<file path="config.mk">
export PLATFORM = sky130hd
export DESIGN_NAME = button_click_detector
export DESIGN_NICKNAME = d
export VERILOG_FILES = /design/src/bcd_pkg.sv /design/src/bcd_regs.sv /design/src/bcd_front.sv /design/src/bcd_back.sv /design/src/button_click_detector.sv
export SDC_FILE = /design/constraint.sdc
export NUM_CORES = 1
export LEC_CHECK = 0
export BUFFER_PORTS_ARGS = -buffer_cell sky130_fd_sc_hd__buf_2
export CAP_MARGIN = 10
export CELL_PAD_IN_SITES_DETAIL_PLACEMENT = 0
export CELL_PAD_IN_SITES_GLOBAL_PLACEMENT = 1
export CORE_ASPECT_RATIO = 0.5
export CORE_MARGIN = 5
export CORE_UTILIZATION = 35
export CTS_CLUSTER_SIZE = 14
export DETAILED_ROUTE_END_ITERATION = 7
export MAX_ROUTING_LAYER = met4
export PLACE_DENSITY = 0.72
export SKIP_LAST_GASP = 1
export SYNTH_ARGS = -nofsm -noshare
export SYNTH_HDL_FRONTEND = slang
export SYNTH_SLANG_ARGS = --single-unit
</file>
<file path="constraint.sdc">
create_clock -name clk -period 3.5 [get_ports clk]
set_clock_uncertainty 0.15 [all_clocks]
set_input_delay 0.525 -clock clk [delete_from_list [all_inputs] [get_ports clk]]
set_output_delay 0.525 -clock clk [all_outputs]
set_load 0.05 [all_outputs]
</file>
<file path="src/bcd_pkg.sv">
// shared types and constants of the button click detector
`timescale 1ns / 1ps
package bcd_pkg;

  localparam int unsigned NumRegs = 8;
  localparam int unsigned CfgAddrW = 5;
  localparam int unsigned QueueDepth = 2;
  localparam logic [15:0] DefaultRepeatDelay = 16'd500;

  typedef enum logic [2:0] {
    ST_OFF = 3'd0, ST_ON = 3'd1, ST_UP_OFF = 3'd2, ST_UP_ON = 3'd3,
    ST_DN_ON = 3'd4, ST_DN_OFF = 3'd5
  } click_state_t;

  typedef enum logic [2:0] {
    EV_DOWN = 3'd0, EV_UP = 3'd1, EV_SINGLE = 3'd2, EV_DOUBLE = 3'd3,
    EV_LONG = 3'd4, EV_FDOWN = 3'd5, EV_FUP = 3'd6
  } event_t;

  typedef enum logic [2:0] {
    REG_THRESH = 3'd0, REG_MODE = 3'd1, REG_LONG = 3'd2, REG_DBL = 3'd3,
    REG_RPT_INT = 3'd4, REG_RPT_DLY = 3'd5, REG_FDOWN = 3'd6, REG_FUP = 3'd7
  } reg_idx_t;

  typedef struct packed {
    logic [31:0] thresh;
    logic [1:0]  mode;
    logic [15:0] long_ms;
    logic [15:0] dbl_ms;
    logic [15:0] rpt_int;
    logic [15:0] rpt_dly;
    logic [15:0] fdown_ms;
    logic [15:0] fup_ms;
  } cfg_t;

  // classified item handed from front to back
  typedef struct packed {
    logic tick;
    logic edge_hit;
    logic down;
  } cmd_t;

  typedef struct packed {
    logic        act;
    logic [15:0] left;
  } tmr_t;

endpackage

</file>
<file path="src/bcd_regs.sv">
// configuration register file with apb-style access
`timescale 1ns / 1ps
module bcd_regs (
  input  logic                         clk,
  input  logic                         rst_n,
  input  logic                         cfg_psel,
  input  logic                         cfg_penable,
  input  logic                         cfg_pwrite,
  input  logic [bcd_pkg::CfgAddrW-1:0] cfg_paddr,
  input  logic [31:0]                  cfg_pwdata,
  output logic [31:0]                  cfg_prdata,
  output bcd_pkg::cfg_t                cfg
);
  bcd_pkg::cfg_t cfg_r;
  logic [2:0] idx;
  logic wr;

  assign idx = cfg_paddr[4:2];
  assign wr = cfg_psel && cfg_penable && cfg_pwrite;
  assign cfg = cfg_r;

  always_ff @(posedge clk) begin
    if (!rst_n) begin
      cfg_r.thresh   <= 32'h0001_0000;
      cfg_r.mode     <= 2'd2;
      cfg_r.long_ms  <= '0;
      cfg_r.dbl_ms   <= '0;
      cfg_r.rpt_int  <= '0;
      cfg_r.rpt_dly  <= bcd_pkg::DefaultRepeatDelay;
      cfg_r.fdown_ms <= '0;
      cfg_r.fup_ms   <= '0;
    end else if (wr) begin
      case (bcd_pkg::reg_idx_t'(idx))
        bcd_pkg::REG_THRESH:  cfg_r.thresh   <= cfg_pwdata;
        bcd_pkg::REG_MODE:    cfg_r.mode     <= cfg_pwdata[1:0];
        bcd_pkg::REG_LONG:    cfg_r.long_ms  <= cfg_pwdata[15:0];
        bcd_pkg::REG_DBL:     cfg_r.dbl_ms   <= cfg_pwdata[15:0];
        bcd_pkg::REG_RPT_INT: cfg_r.rpt_int  <= cfg_pwdata[15:0];
        bcd_pkg::REG_RPT_DLY: cfg_r.rpt_dly  <= cfg_pwdata[15:0];
        bcd_pkg::REG_FDOWN:   cfg_r.fdown_ms <= cfg_pwdata[15:0];
        bcd_pkg::REG_FUP:     cfg_r.fup_ms   <= cfg_pwdata[15:0];
        default: ;
      endcase
    end
  end

  always_comb begin
    case (bcd_pkg::reg_idx_t'(idx))
      bcd_pkg::REG_THRESH:  cfg_prdata = cfg_r.thresh;
      bcd_pkg::REG_MODE:    cfg_prdata = {30'd0, cfg_r.mode};
      bcd_pkg::REG_LONG:    cfg_prdata = {16'd0, cfg_r.long_ms};
      bcd_pkg::REG_DBL:     cfg_prdata = {16'd0, cfg_r.dbl_ms};
      bcd_pkg::REG_RPT_INT: cfg_prdata = {16'd0, cfg_r.rpt_int};
      bcd_pkg::REG_RPT_DLY: cfg_prdata = {16'd0, cfg_r.rpt_dly};
      bcd_pkg::REG_FDOWN:   cfg_prdata = {16'd0, cfg_r.fdown_ms};
      bcd_pkg::REG_FUP:     cfg_prdata = {16'd0, cfg_r.fup_ms};
      default:              cfg_prdata = '0;
    endcase
  end
endmodule

</file>
<file path="src/bcd_front.sv">
// front end: sample edge classification and a short command queue
`timescale 1ns / 1ps
module bcd_front (
  input  logic               clk,
  input  logic               rst_n,
  input  logic               in_tvalid,
  output logic               in_tready,
  input  logic               in_tuser,
  input  logic [15:0]        in_tdata,
  input  bcd_pkg::cfg_t      cfg,
  output logic               cmd_valid,
  input  logic               cmd_ready,
  output bcd_pkg::cmd_t      cmd
);
  bcd_pkg::cmd_t q_r [bcd_pkg::QueueDepth];
  logic [1:0] cnt_r;
  logic rd_r, wr_r;
  logic signed [15:0] prev_r, v, rel, prs;
  logic push, pop, press, relse;
  bcd_pkg::cmd_t c;

  assign in_tready = (cnt_r != 2'd2);
  assign push = in_tvalid && in_tready;
  assign cmd_valid = (cnt_r != 2'd0);
  assign pop = cmd_valid && cmd_ready;
  assign cmd = q_r[rd_r];

  assign v = in_tdata;
  assign rel = cfg.thresh[15:0];
  assign prs = cfg.thresh[31:16];
  assign press = (prev_r < prs) && (v >= prs);
  assign relse = !press && (prev_r > rel) && (v <= rel);

  always_comb begin
    c.tick = in_tuser;
    c.edge_hit = !in_tuser && (press || relse);
    c.down = press ? !cfg.mode[0] : cfg.mode[0];
  end

  always_ff @(posedge clk) begin
    if (!rst_n) begin
      cnt_r <= '0;
      rd_r <= 1'b0;
      wr_r <= 1'b0;
      prev_r <= '0;
    end else begin
      if (push) begin
        wr_r <= !wr_r;
        if (!in_tuser) prev_r <= v;
      end
      if (pop) rd_r <= !rd_r;
      cnt_r <= cnt_r + 2'(push) - 2'(pop);
    end
  end

  always_ff @(posedge clk) begin
    if (push) q_r[wr_r] <= c;
  end
endmodule

</file>
<file path="src/bcd_back.sv">
// back end: click state machine, timers and event output register
`timescale 1ns / 1ps
module bcd_back (
  input  logic               clk,
  input  logic               rst_n,
  input  logic               cmd_valid,
  output logic               cmd_ready,
  input  bcd_pkg::cmd_t      cmd,
  input  bcd_pkg::cfg_t      cfg,
  output logic               out_tvalid,
  input  logic               out_tready,
  output logic [2:0]         out_tdata,
  output logic               out_tlast
);
  bcd_pkg::click_state_t st_r, st_nxt;
  logic [15:0] since_r, since_nxt;
  bcd_pkg::tmr_t lp_r, lp_nxt, dc_r, dc_nxt, rp_r, rp_nxt, fd_r, fd_nxt, fu_r, fu_nxt;
  // pending events of the current command, drained one per cycle while the output is not stalled
  logic [2:0] ev_r [5];
  logic [2:0] ev_nxt [5];
  logic [2:0] n_r, n_nxt, k_r;
  logic take, busy, step;
  logic f_dc, f_lp, f_rp, f_fd, f_fu;
  logic [15:0] lp_arm;
  logic [2:0] ki;

  assign busy = (k_r != n_r);
  // output register free or being drained
  assign step = busy && (!out_tvalid || out_tready);
  assign cmd_ready = !busy;
  assign take = cmd_valid && cmd_ready;

  function automatic bcd_pkg::tmr_t arm_t(input logic [15:0] ms);
    bcd_pkg::tmr_t t;
    t.act = 1'b1;
    t.left = (ms == 16'd0) ? 16'd1 : ms;
    return t;
  endfunction

  function automatic logic fires(input bcd_pkg::tmr_t t);
    return t.act && (t.left <= 16'd1);
  endfunction

  function automatic bcd_pkg::tmr_t dec_t(input bcd_pkg::tmr_t t);
    bcd_pkg::tmr_t r;
    r = t;
    if (t.act) begin
      if (t.left > 16'd1) r.left = t.left - 16'd1;
      else r.act = 1'b0;
    end
    return r;
  endfunction

  always_comb begin
    st_nxt = st_r; since_nxt = since_r;
    lp_nxt = lp_r; dc_nxt = dc_r; rp_nxt = rp_r; fd_nxt = fd_r; fu_nxt = fu_r;
    for (int i = 0; i < 5; i++) ev_nxt[i] = ev_r[i];
    n_nxt = 3'd0;
    f_dc = fires(dc_r); f_lp = fires(lp_r); f_rp = fires(rp_r);
    f_fd = fires(fd_r); f_fu = fires(fu_r);
    lp_arm = (cfg.long_ms > since_r) ? cfg.long_ms - since_r : 16'd1;
    if (cmd.tick) begin
      if (since_r != 16'hFFFF) since_nxt = since_r + 16'd1;
      dc_nxt = dec_t(dc_r); lp_nxt = dec_t(lp_r); rp_nxt = dec_t(rp_r);
      fd_nxt = dec_t(fd_r); fu_nxt = dec_t(fu_r);
      if (f_dc) begin
        ev_nxt[n_nxt] = bcd_pkg::EV_SINGLE; n_nxt = n_nxt + 3'd1;
        if (st_r == bcd_pkg::ST_DN_OFF || st_r == bcd_pkg::ST_UP_OFF) st_nxt = bcd_pkg::ST_OFF;
        else if (st_r == bcd_pkg::ST_DN_ON || st_r == bcd_pkg::ST_UP_ON) st_nxt = bcd_pkg::ST_ON;
      end
      if (f_lp) begin
        ev_nxt[n_nxt] = bcd_pkg::EV_LONG; n_nxt = n_nxt + 3'd1;
        st_nxt = bcd_pkg::ST_OFF;
      end
      if (f_rp) begin
        ev_nxt[n_nxt] = bcd_pkg::EV_DOWN; n_nxt = n_nxt + 3'd1;
        if (cfg.rpt_int != 16'd0) rp_nxt = arm_t(cfg.rpt_int);
      end
      if (f_fd) begin ev_nxt[n_nxt] = bcd_pkg::EV_FDOWN; n_nxt = n_nxt + 3'd1; end
      if (f_fu) begin ev_nxt[n_nxt] = bcd_pkg::EV_FUP; n_nxt = n_nxt + 3'd1; end
    end else if (cmd.edge_hit) begin
      if (cfg.rpt_int != 16'd0) begin
        if (cmd.down)
          rp_nxt = arm_t((cfg.rpt_dly != 16'd0) ? cfg.rpt_dly : bcd_pkg::DefaultRepeatDelay);
        else rp_nxt.act = 1'b0;
      end
      if (cfg.fdown_ms != 16'd0 && cmd.down && !fd_r.act) fd_nxt = arm_t(cfg.fdown_ms);
      if (cfg.fup_ms != 16'd0 && !cmd.down && !fu_r.act) fu_nxt = arm_t(cfg.fup_ms);
      case (st_r)
        bcd_pkg::ST_OFF: if (cmd.down) begin
          since_nxt = '0;
          ev_nxt[0] = bcd_pkg::EV_DOWN; n_nxt = 3'd1;
          if (cfg.long_ms != 16'd0) lp_nxt = arm_t(cfg.long_ms);
          if (cfg.dbl_ms != 16'd0 && !cfg.mode[1]) begin
            st_nxt = bcd_pkg::ST_DN_ON; dc_nxt = arm_t(cfg.dbl_ms);
          end else st_nxt = bcd_pkg::ST_ON;
        end
        bcd_pkg::ST_ON: if (!cmd.down) begin
          ev_nxt[0] = bcd_pkg::EV_UP; n_nxt = 3'd1;
          lp_nxt.act = 1'b0;
          st_nxt = bcd_pkg::ST_OFF;
          if (cfg.dbl_ms != 16'd0 && cfg.mode[1]) begin
            if (since_r < cfg.dbl_ms) begin
              st_nxt = bcd_pkg::ST_UP_OFF; dc_nxt = arm_t(cfg.dbl_ms - since_r);
            end else begin
              ev_nxt[1] = bcd_pkg::EV_SINGLE; n_nxt = 3'd2;
            end
          end
        end
        bcd_pkg::ST_UP_OFF: if (cmd.down) begin
          ev_nxt[0] = bcd_pkg::EV_DOWN; n_nxt = 3'd1;
          if (cfg.long_ms != 16'd0) lp_nxt = arm_t(lp_arm);
          st_nxt = bcd_pkg::ST_UP_ON;
        end
        bcd_pkg::ST_UP_ON: if (!cmd.down) begin
          ev_nxt[0] = bcd_pkg::EV_UP; ev_nxt[1] = bcd_pkg::EV_DOUBLE; n_nxt = 3'd2;
          dc_nxt.act = 1'b0; lp_nxt.act = 1'b0;
          st_nxt = bcd_pkg::ST_OFF;
        end
        bcd_pkg::ST_DN_ON: if (!cmd.down) begin
          ev_nxt[0] = bcd_pkg::EV_UP; n_nxt = 3'd1;
          lp_nxt.act = 1'b0;
          st_nxt = bcd_pkg::ST_DN_OFF;
        end
        bcd_pkg::ST_DN_OFF: if (cmd.down) begin
          ev_nxt[0] = bcd_pkg::EV_DOWN; ev_nxt[1] = bcd_pkg::EV_DOUBLE; n_nxt = 3'd2;
          dc_nxt.act = 1'b0; since_nxt = '0;
          st_nxt = bcd_pkg::ST_ON;
          if (cfg.long_ms != 16'd0) lp_nxt = arm_t(cfg.long_ms);
        end
        default: ;
      endcase
    end
  end

  assign ki = (k_r > 3'd4) ? 3'd4 : k_r;

  always_ff @(posedge clk) begin
    if (!rst_n) begin
      st_r <= bcd_pkg::ST_OFF;
      since_r <= '0;
      lp_r <= '0; dc_r <= '0; rp_r <= '0; fd_r <= '0; fu_r <= '0;
      n_r <= '0; k_r <= '0;
      out_tvalid <= 1'b0;
    end else begin
      if (take) begin
        st_r <= st_nxt; since_r <= since_nxt;
        lp_r <= lp_nxt; dc_r <= dc_nxt; rp_r <= rp_nxt; fd_r <= fd_nxt; fu_r <= fu_nxt;
        n_r <= n_nxt; k_r <= 3'd0;
      end else if (step) begin
        k_r <= k_r + 3'd1;
      end
      if (step) out_tvalid <= 1'b1;
      else if (out_tready) out_tvalid <= 1'b0;
    end
  end

  always_ff @(posedge clk) begin
    if (take) for (int i = 0; i < 5; i++) ev_r[i] <= ev_nxt[i];
    if (step) begin
      out_tdata <= ev_r[ki];
      out_tlast <= (k_r + 3'd1 == n_r);
    end
  end
endmodule

</file>
<file path="src/button_click_detector.sv">
// top level of the button click detector
`timescale 1ns / 1ps
// button click detector
// input stream: in_tuser is the item kind (0 sample, 1 millisecond tick),
//   in_tdata carries the signed 16-bit sample value
// result stream: out_tdata carries the 3-bit event code, zero-filled, out_tlast marks the last
//   event caused by one input item; an input may cause no event at all
// configuration: apb-style port, eight registers at byte address 4*i; the user
//   writes them only while the block is idle, which the block itself does not enforce; reads return the register value
// front end compares each sample against the hysteresis pair and queues a
//   classified command in a two-entry queue
// back end runs the click machine and timers: it takes a command, then passes
//   its events one at a time through the output register
// an input item passes the command queue, then the back end, then the output register
// throughput: an item every cycle when it makes no event; an item with events
//   holds the next one until they are through the single event output register
// reset (synchronous, rst_n low) restores register defaults, idles the click
//   machine and disarms all timers
// a stalled receiver holds the output register; the queue fills and then
//   in_tready drops
module button_click_detector (
  input  logic        clk,
  input  logic        rst_n,
  input  logic        in_tvalid,
  output logic        in_tready,
  input  logic [15:0] in_tdata,   // value
  input  logic        in_tuser,   // kind
  output logic        out_tvalid,
  input  logic        out_tready,
  output logic [7:0]  out_tdata,  // event_code, zero fill
  output logic        out_tlast,
  input  logic        cfg_psel,
  input  logic        cfg_penable,
  input  logic        cfg_pwrite,
  input  logic [4:0]  cfg_paddr,
  input  logic [31:0] cfg_pwdata,
  output logic [31:0] cfg_prdata,
  output logic        cfg_pready
);
  bcd_pkg::cfg_t cfg;
  bcd_pkg::cmd_t cmd;
  logic cmd_valid, cmd_ready;
  logic [2:0] ev;

  assign cfg_pready = 1'b1;
  assign out_tdata = {5'd0, ev};

  bcd_regs u_regs (
    .clk, .rst_n, .cfg_psel, .cfg_penable, .cfg_pwrite, .cfg_paddr,
    .cfg_pwdata, .cfg_prdata, .cfg
  );

  bcd_front u_front (
    .clk, .rst_n, .in_tvalid, .in_tready, .in_tuser, .in_tdata, .cfg,
    .cmd_valid, .cmd_ready, .cmd
  );

  bcd_back u_back (
    .clk, .rst_n, .cmd_valid, .cmd_ready, .cmd, .cfg,
    .out_tvalid, .out_tready, .out_tdata(ev), .out_tlast
  );
endmodule

</file>
### Word level (Yosys, flattened, before mapping)

Memories as Yosys holds them, arrays and structs flattened. A register that Yosys moved wholly into a read port is not among the register bits.
Cells that the tools add are included.

| cells by class | value |
|---|---|
| mux-type cells | 137 |
| $mul | 0 |
| equal/unequal tests | 40 |
| shift operators | 0 |
| bitwise logic cells | 17 |
| magnitude comparators | 25 |
| divide/modulo/power cells | 0 |
| reductions and logical operators | 93 |
| add/subtract/negate cells | 15 |

Operator list:

| operator | number |
|---|---|
| $mux 17 | 29 |
| $mux 16 | 21 |
| $pmux 32 s8 | 1 |
| $logic_not 16->1 | 8 |
| $mux 3 | 36 |
| $mux 15 | 7 |
| $reduce_bool 16->1 | 6 |
| $gt 16x1->1 const B | 5 |
| $le 16x1->1 const B | 5 |
| $sub 16x1->16 const B | 5 |
| $pmux 16 s2 | 2 |
| $demux 3 s3 | 4 |
| $gt 16x16->1 | 2 |
| $lt 16x16->1 | 2 |
| $sub 16x16->16 | 2 |
| $mux 6 | 5 |
| $pmux 3 s5 | 2 |
| $logic_and 1x1->1 | 24 |
| $mux 1 | 20 |
| $or 10x10->10 | 2 |
| $reduce_and 10->1 | 2 |
| $eq 3x3->1 const B | 6 |
| $ne 2x1->1 const B | 9 |
| $ne 3x2->1 const B | 6 |
| other kinds (50) | 116 |

| word-level totals | value |
|---|---|
| memory bits (writable) | 21 |
| bits in latches | 0 |
| word-level logic and storage cells | 357 |
| output and inout port bits | 44 |
| memory bits (read-only) | 0 |
| memories kept | 2 |
| register bits | 262 |
| input port bits | 61 |

Memories:

| name | depth | width | read ports | clocked after memory_dff | wr ports | line | RTL |
|---|---|---|---|---|---|---|---|
| u_back.ev_r | 5 | 3 | 6 | 1 | 5 | bcd_back.sv:19 | `logic [2:0] ev_r [5];` |
| u_front.q_r | 2 | 3 | 1 | 1 | 1 | bcd_front.sv:15 | `bcd_pkg::cmd_t q_r [bcd_pkg::QueueDepth];` |

### Logic depth before layout (Yosys ltp)

Gate-level depths: netlist of the first run.

| logic depth | value |
|---|---|
| word-level depth | 22 |
| depth in mapped cells | 17 |
| gate-level depth less buffers | 16 |

### Hierarchy

Synthesis of the first run repeated with hierarchy kept, for this count alone.

| unflattened totals | value |
|---|---|
| cells, all modules | 2515 |
| area, all modules | 19442.4 µm² |

By module, submodules not included:

| module | cells each | area an instance (µm²) | instances | sequential area each (µm²) |
|---|---|---|---|---|
| bcd_back | 1468 | 10835.4 | 1 | 2792.7 |
| bcd_regs | 737 | 5995.8 | 1 | 2602.5 |
| bcd_front | 302 | 2558.7 | 1 | 600.6 |
| button_click_detector | 8 | 52.6 | 1 | 0.0 |

### Worst setup path after synthesis of the first run

Ideal clock, no wire load.

| path | value |
|---|---|
| kind | input -> output |
| start | input port cfg_paddr[3] |
| end | output port cfg_prdata[4] |
| buffers on the path | 3 |
| data arrival time | 2985 ps |
| stages | 7 |
| data required time | 2825 ps |
| path slack | -160 ps |
| cell sequence | clkbuf_1 clkbuf_1 buf_1 mux2i_1 nand2_1 o21ai_0 a221oi_1 |

| between the ends | value |
|---|---|
| cells in the longest elaborated chain, start to end | 2 |
| elaborated cells on any way between the ends | 9 |
| classes of those cells | eq/ne: 7; mux: 1; reduce/logical: 1 |

RTL lines:

| item | line | RTL |
|---|---|---|
| start: declaration | button_click_detector.sv:35 | `input logic [4:0] cfg_paddr,` |
| $eq 3x3->1 (tied with other cells) | bcd_regs.sv:48 | `case (bcd_pkg::reg_idx_t'(idx))` |
| $pmux 32 s8 * | bcd_regs.sv:48 |  |
| end: declaration | button_click_detector.sv:37 | `output logic [31:0] cfg_prdata,` |

Mark *: on every way between the ends. The rest lies on a longest branch, timed or not.

==> impl_metrics.tcl, run 1 <==
set metrics [dict create \
    cts_made_buffers 31 \
    start_kind "flip-flop" \
    avgViaCountPerCell 5.689 \
    async_reset_ff_share_pct 0 \
    p_per_area_nw_per_um2 527.7 \
    drt-total-wl_mm 71.62 \
    yosysWarnings 0 \
    worstPathRequired_ns 3.71 \
    hold_viol 0 \
    postSynthCellCount 2472 \
    fin_cells 3340 \
    rows 59 \
    drive_above_1_share_pct 14.87 \
    path_clk_slew_ns 0.07 \
    final_antenna_net_count 0 \
    drt-initial-drc-count 1955 \
    tightest_slew_ns 0.8396 \
    fin_util_pct 41.77 \
    antenna_found_initial 3 \
    postSynthAreaPerCell_um2 7.535 \
    die_w_um 336.3 \
    cts_tree "done" \
    initial_utilization_pct 35.59 \
    io_buffers 96 \
    core_um2 52340 \
    clock-sinks 287 \
    finalSetupTns_ns 0 \
    area_delta_synth_final_pct 17.36 \
    post-route-min-period_ns 3.406 \
    synth-seq-area-share_pct 32.19 \
    grt_use_total_pct 24.12 \
    worstPathArrival_ns 3.61 \
    slowest_stage "fa_2" \
    first_global_vias 17616 \
    critical_path_peak_fanout 6 \
    cap_viol_max_count 0 \
    synth_edf_count 25 \
    clk_latency_ns 0.60 \
    grt_pass1_wl_mm 107.6 \
    period_share_pct 97.31 \
    final-max-slew-violation-count 0 \
    fp.dieH_um 173.1 \
    hp-class "in -> reg" \
    gp_congestion 0.9730 \
    slowest_delay_ns 0.65 \
    crit_path_cell_trace "or4_4 > nor3b_4 > and3_4 > inv_1 > fa_2 > xnor2_2 > inv_2 > nor3_4 > buf_4 > nand3b_1 > o21a_1" \
    grt_max_degree 71 \
    vias 19001 \
    drc 0 \
    synth_ff_type "dfxtp_1" \
    max_freq_mhz 293.6 \
    status "finished, final reports clean" \
    max_slew_margin_pct 43.51 \
    rsz0062_at_grt "yes" \
    critical_path_class "reg -> reg" \
    nNetsFinal 2791 \
    synth_cell_types 95 \
    cts_root_buffer "clkbuf_16" \
    placed_cells_incl_taps 3277 \
    ctsHtreeMaxLevel 1 \
    clock_path_buffers 3 \
    post-dp-hpwl_mm 53.38 \
    wl_per_cell_um 21.44 \
    finalSetupViolations 0 \
    end_kind "flip-flop" \
    vdd_drop_max_v 0.0003491 \
    firstDrtPassIters 6 \
    ys_ff_latch 287 \
    worstPathBufferInverterCount 3 \
    die_area_um2 58210 \
    p_leak_nw 8.327 \
    critPathTopFamily "simple AND/OR/NAND/NOR gates" \
    io_pins 105 \
    overflow 0 \
    syn_area_um2 18630 \
]
metal layers:
layer	wire [um]	up-vias	track usage, %	part of all wire (%)
met5	0	-	-	0
met4	1458	0	4.804	2.0
met3	5774	89	5.011	8.1
met2	30380	681	35.68	42
met1	34010	9070	34.10	47
li1	-	9161	-	-
placed cells by master (no fill, tap or decap), types with 23 or more instances in the layout:
cell type / instances
nor4_1: 49
inv_1: 109
nand2_1: 446
mux2i_1: 28
xor2_1: 23
dfxtp_1: 262
a221oi_1: 26
buf_2: 94
edfxtp_1: 25
nand3_1: 70
clkbuf_16: 33
nor3_1: 68
buf_4: 144
nor2_1: 210
a21oi_1: 283
ha_1: 114
xnor2_1: 41
a22oi_1: 26
nand4_1: 34
o21ai_0: 115
power by group:
part | internal [mW] | total (mW) | switching [mW]
Combinational | 1.51 | 4.09 | 2.58
Sequential | 3.60 | 3.79 | 0.197
Clock | 2.12 | 3.65 | 1.53
sequential cells by signal, summed over array words and instances (netlist names), 6 cells and up, named ones only:
| signal | flops |
|---|---|
| u_front.prev_r | 16 |
| u_back.dc_r | 17 |
| u_back.rp_r | 17 |
| u_back.ev_r | 15 |
| u_back.fu_r | 17 |
| u_back.fd_r | 17 |
| u_front.q_r | 6 |
| u_back.lp_r | 17 |
| u_back.since_r | 16 |
| u_regs.cfg | 130 |
through the flow:
step	power [mW]	setup WS (ns)	hold slack [ns]	instance area, um2
2_1_floorplan	6.415	0.005439	0.2863	18690
3_3_place_gp	7.809	-0.06226	0.2919	20640
3_5_place_dp	7.812	-0.08109	0.2965	20640
4_1_cts	11.47	0.02341	0.009218	21760
5_1_grt	12.05	-0.02988	0.02536	21860
6_report	11.54	0.09418	0.02449	21860
synthesized netlist by cell type (all sizes together), types with 8 or more instances:
library cell,number,share of area (%)
a211oi,21,0.87
a21o,22,0.89
a21oi,290,7.9
a221oi,30,1.4
a22o,11,0.52
a22oi,26,1.0
a31oi,18,0.60
a32oi,8,0.38
and2,11,0.37
and3,13,0.44
buf,33,0.95
clkbuf,108,2.2
dfxtp,262,28
edfxtp,25,4.0
ha,115,7.7
inv,113,2.3
mux2,21,1.3
mux2i,30,1.7
nand2,448,9.0
nand2b,15,0.50
nand3,70,1.9
nand4,35,1.2
nor2,213,4.3
nor2b,12,0.40
nor3,73,2.0
nor3b,9,0.42
nor4,53,1.8
o211ai,20,0.83
o21a,10,0.40
o21ai,125,3.4
o22ai,10,0.34
o31ai,12,0.48
or2,9,0.30
or3,13,0.46
or4,12,0.52
xnor2,42,2.0
xor2,24,1.1
kinds of logic after synthesis:
kind of cell               Yosys count  synth area share, %
AOI/OAI and AO/OA                  686                23.13
xor gates and xnor gates            66                3.144
adders and majority gates          118                8.047
buffers and inverters              254                5.448
DFF                                287                32.19
muxes                               55                3.433
other                                2              0.04032
and+or+nand+nor                   1004                24.57
worst reg2reg max path, delay by kind of cell, from the launching register on:
| family | cells | cell delay [ns] |
|---|---|---|
| compound gates | 1 | 0.14 |
| xor+xnor | 1 | 0.18 |
| fa+ha+maj | 1 | 0.65 |
| buf+inv | 3 | 0.32 |
| flops | 1 | 0.31 |
| simple gates | 5 | 1.42 |
area by class of cell:
type | count | area, um2
inverters | 113 | 429.2
flip-flops and latches | 287 | 5996
fillers | 5386 | 30480
diodes | 3 | 7.507
clock inverters | 16 | 207.7
repair buffers | 244 | 1662
clock buffers | 41 | 905.9
well taps | 701 | 877.1
multi-input cells | 1935 | 11780
final timing paths:
kind,cells after the start,slack (ns),startpoint,endpoint
min,3,0.02,cfg_pwdata[28],u_regs.cfg[126]
min reg2reg,2,0.31,u_regs.cfg[121],u_regs.cfg[121]
max reg2reg,11,0.09,u_back.rp_r[6],u_back.ev_r[4][0]
max,11,0.09,u_back.rp_r[6],u_back.ev_r[4][0]
what timing repair did:
action                     4_1_cts  5_1_grt
hold buffers                     1        0
resized for setup                2       17
pin swaps                        0        5
hold endpoints to repair         1        0
setup endpoints to repair        9       23
setup buffers                    0        2
gates cloned                     0        0
Power figures use the tool's default switching activity.
==> run 2: changes to the inputs <==
--- a/config.mk
+++ b/config.mk
@@ -10,7 +10,7 @@
 export CELL_PAD_IN_SITES_DETAIL_PLACEMENT = 0
 export CELL_PAD_IN_SITES_GLOBAL_PLACEMENT = 1
 export CORE_ASPECT_RATIO = 0.5
-export CORE_MARGIN = 5
+export CORE_MARGIN = 8
 export CORE_UTILIZATION = 35
 export CTS_CLUSTER_SIZE = 14
 export DETAILED_ROUTE_END_ITERATION = 7
==> impl_metrics.tcl, run 2 (synthesized netlist as in run 1, its figures left out) <==
set metrics [dict create \
    grt_use_total_pct 22.92 \
    die_w_um 342.3 \
    io_pins 105 \
    initial_utilization_pct 35.64 \
    path_clk_slew_ns 0.07 \
    reg2reg_slack_ns 0.04 \
    final_cell_mix "446 x nand2_1, 284 x a21oi_1, 261 x dfxtp_1" \
    tightest_slew_ns 0.8300 \
    clock_path_buffers 3 \
    avgViaCountPerCell 5.685 \
    final-max-slew-violation-count 0 \
    ctsHtreeMaxLevel 1 \
    firstDrtPassIters 6 \
    overflow 0 \
    final_antenna_net_count 0 \
    core_um2 52270 \
    clock-sinks 287 \
    p_leak_nw 8.309 \
    vias 19021 \
    drc 0 \
    gp_congestion 0.9780 \
    cts_made_buffers 30 \
    fp.dieH_um 179.1 \
    whs_ns 0.02672 \
    status "finished, final reports clean" \
    rsz0062_at_grt "yes" \
    dp_worst_setup_slack_ns -0.1661 \
    critical_path_peak_fanout 5 \
    die_area_um2 61310 \
    cts_tree "done" \
    wl_per_cell_um 21.36 \
    final_common_cell "nand2_1" \
    drt-total-wl_mm 71.47 \
    start_kind "flip-flop" \
    cts_root_buffer "clkbuf_16" \
    wl_met2_mm 30.55 \
    fillers 5399 \
    finalSetupTns_ns 0 \
    grt_pass1_wl_mm 107.3 \
    worst_slack_ns 0.04243 \
    io_buffers 96 \
    end_kind "flip-flop" \
    fin_util_pct 41.84 \
    antenna_found_initial 2 \
    vdd_drop_max_v 0.0003715 \
    cap_viol_max_count 0 \
    critical_path_class "reg -> reg" \
    first_global_vias 17552 \
    grt_max_degree 76 \
    nNetsFinal 2798 \
    hp-class "in -> reg" \
    drt-met1-wl_mm 33.50 \
    routed-wl-met3_mm 5.720 \
    finalInstanceArea_um2 21870 \
    clk_latency_ns 0.59 \
    placed_cells_incl_taps 3285 \
    worstPathArrival_ns 3.80 \
    fin_cells 3346 \
    p_per_area_nw_per_um2 512.4 \
    largest_reg_flops 130 \
    route.top_layer_used "met4" \
    drive_above_1_share_pct 15.25 \
    area_delta_synth_final_pct 17.39 \
    power_mw 11.20 \
    place_area_um2 20730 \
    max_slew_margin_pct 44.50 \
    finalSetupViolations 0 \
    rows 59 \
    worstPathRequired_ns 3.84 \
    hold_viol 0 \
    post-route-min-period_ns 3.458 \
    drt-initial-drc-count 1763 \
    max_freq_mhz 289.2 \
    period_share_pct 98.79 \
    post-dp-hpwl_mm 53.33 \
]
-- run 2: cell types whose count changed in the layout (fill, tap and decap cells not counted), sizes merged --
cell / change
clkbuf: -1
dlygate4sd3: +1
bufinv: -3
clkinv: +2
clkinvlp: +3
buf: +7
inv: -3
-- run 2: worst max-delay path, cell delays in order, from the launching register on --
cell and delay, ns:
dfxtp_2 0.32, or3_4 0.38, or4_4 0.44, nor3_2 0.11, buf_4 0.18, nand2_4 0.08
fa_2 0.68, xor2_2 0.13, mux2i_4 0.17, inv_2 0.05, ha_2 0.31, nand2_1 0.04
nand2_1 0.08, a21oi_2 0.04, o41ai_2 0.21
-- run 2: where the power goes --
part / total [mW] / internal, mW / switching, mW
Sequential: 3.79 / 3.59 / 0.199
Combinational: 4.09 / 1.53 / 2.56
Clock: 3.32 / 1.85 / 1.47
-- run 2: per-layer routing --
metal,vias to the layer above,global-route usage [%]
met2,681,34.36
met1,9071,31.87
met3,99,4.295
met5,-,-
met4,0,5.276
li1,9170,-
-- run 2: worst paths after layout --
check	startpoint	endpoint	cells past startpoint
worst min register to register	u_regs.cfg[124]	u_regs.cfg[124]	2
worst min-delay path	cfg_pwdata[17]	u_regs.cfg[115]	3
worst max register to register	u_back.lp_r[10]	u_back.n_r[1]	14
worst max-delay path	u_back.lp_r[10]	u_back.n_r[1]	14
-- run 2: cell type report --
cell class              instances  area [um2]  share of cell area, %
diodes                          3       7.507                0.03433
clock buffers                  40       889.6                  4.068
clock inverters                15       117.6                 0.5379
inverters                     113       431.7                  1.974
multi-input cells            1935       11790                  53.90
flip-flops and latches        287        5997                  27.43
well taps                     701       877.1                  4.011
repair buffers                252        1760                  8.051
-- run 2: timing repair --
action                                  4_1_cts  5_1_grt
buffers inserted                              0        2
pin swaps                                     0        7
hold buffers                                  2        0
hold endpoints to repair                      2        0
endpoints found under the setup margin       15       20
resized for setup                             7       19
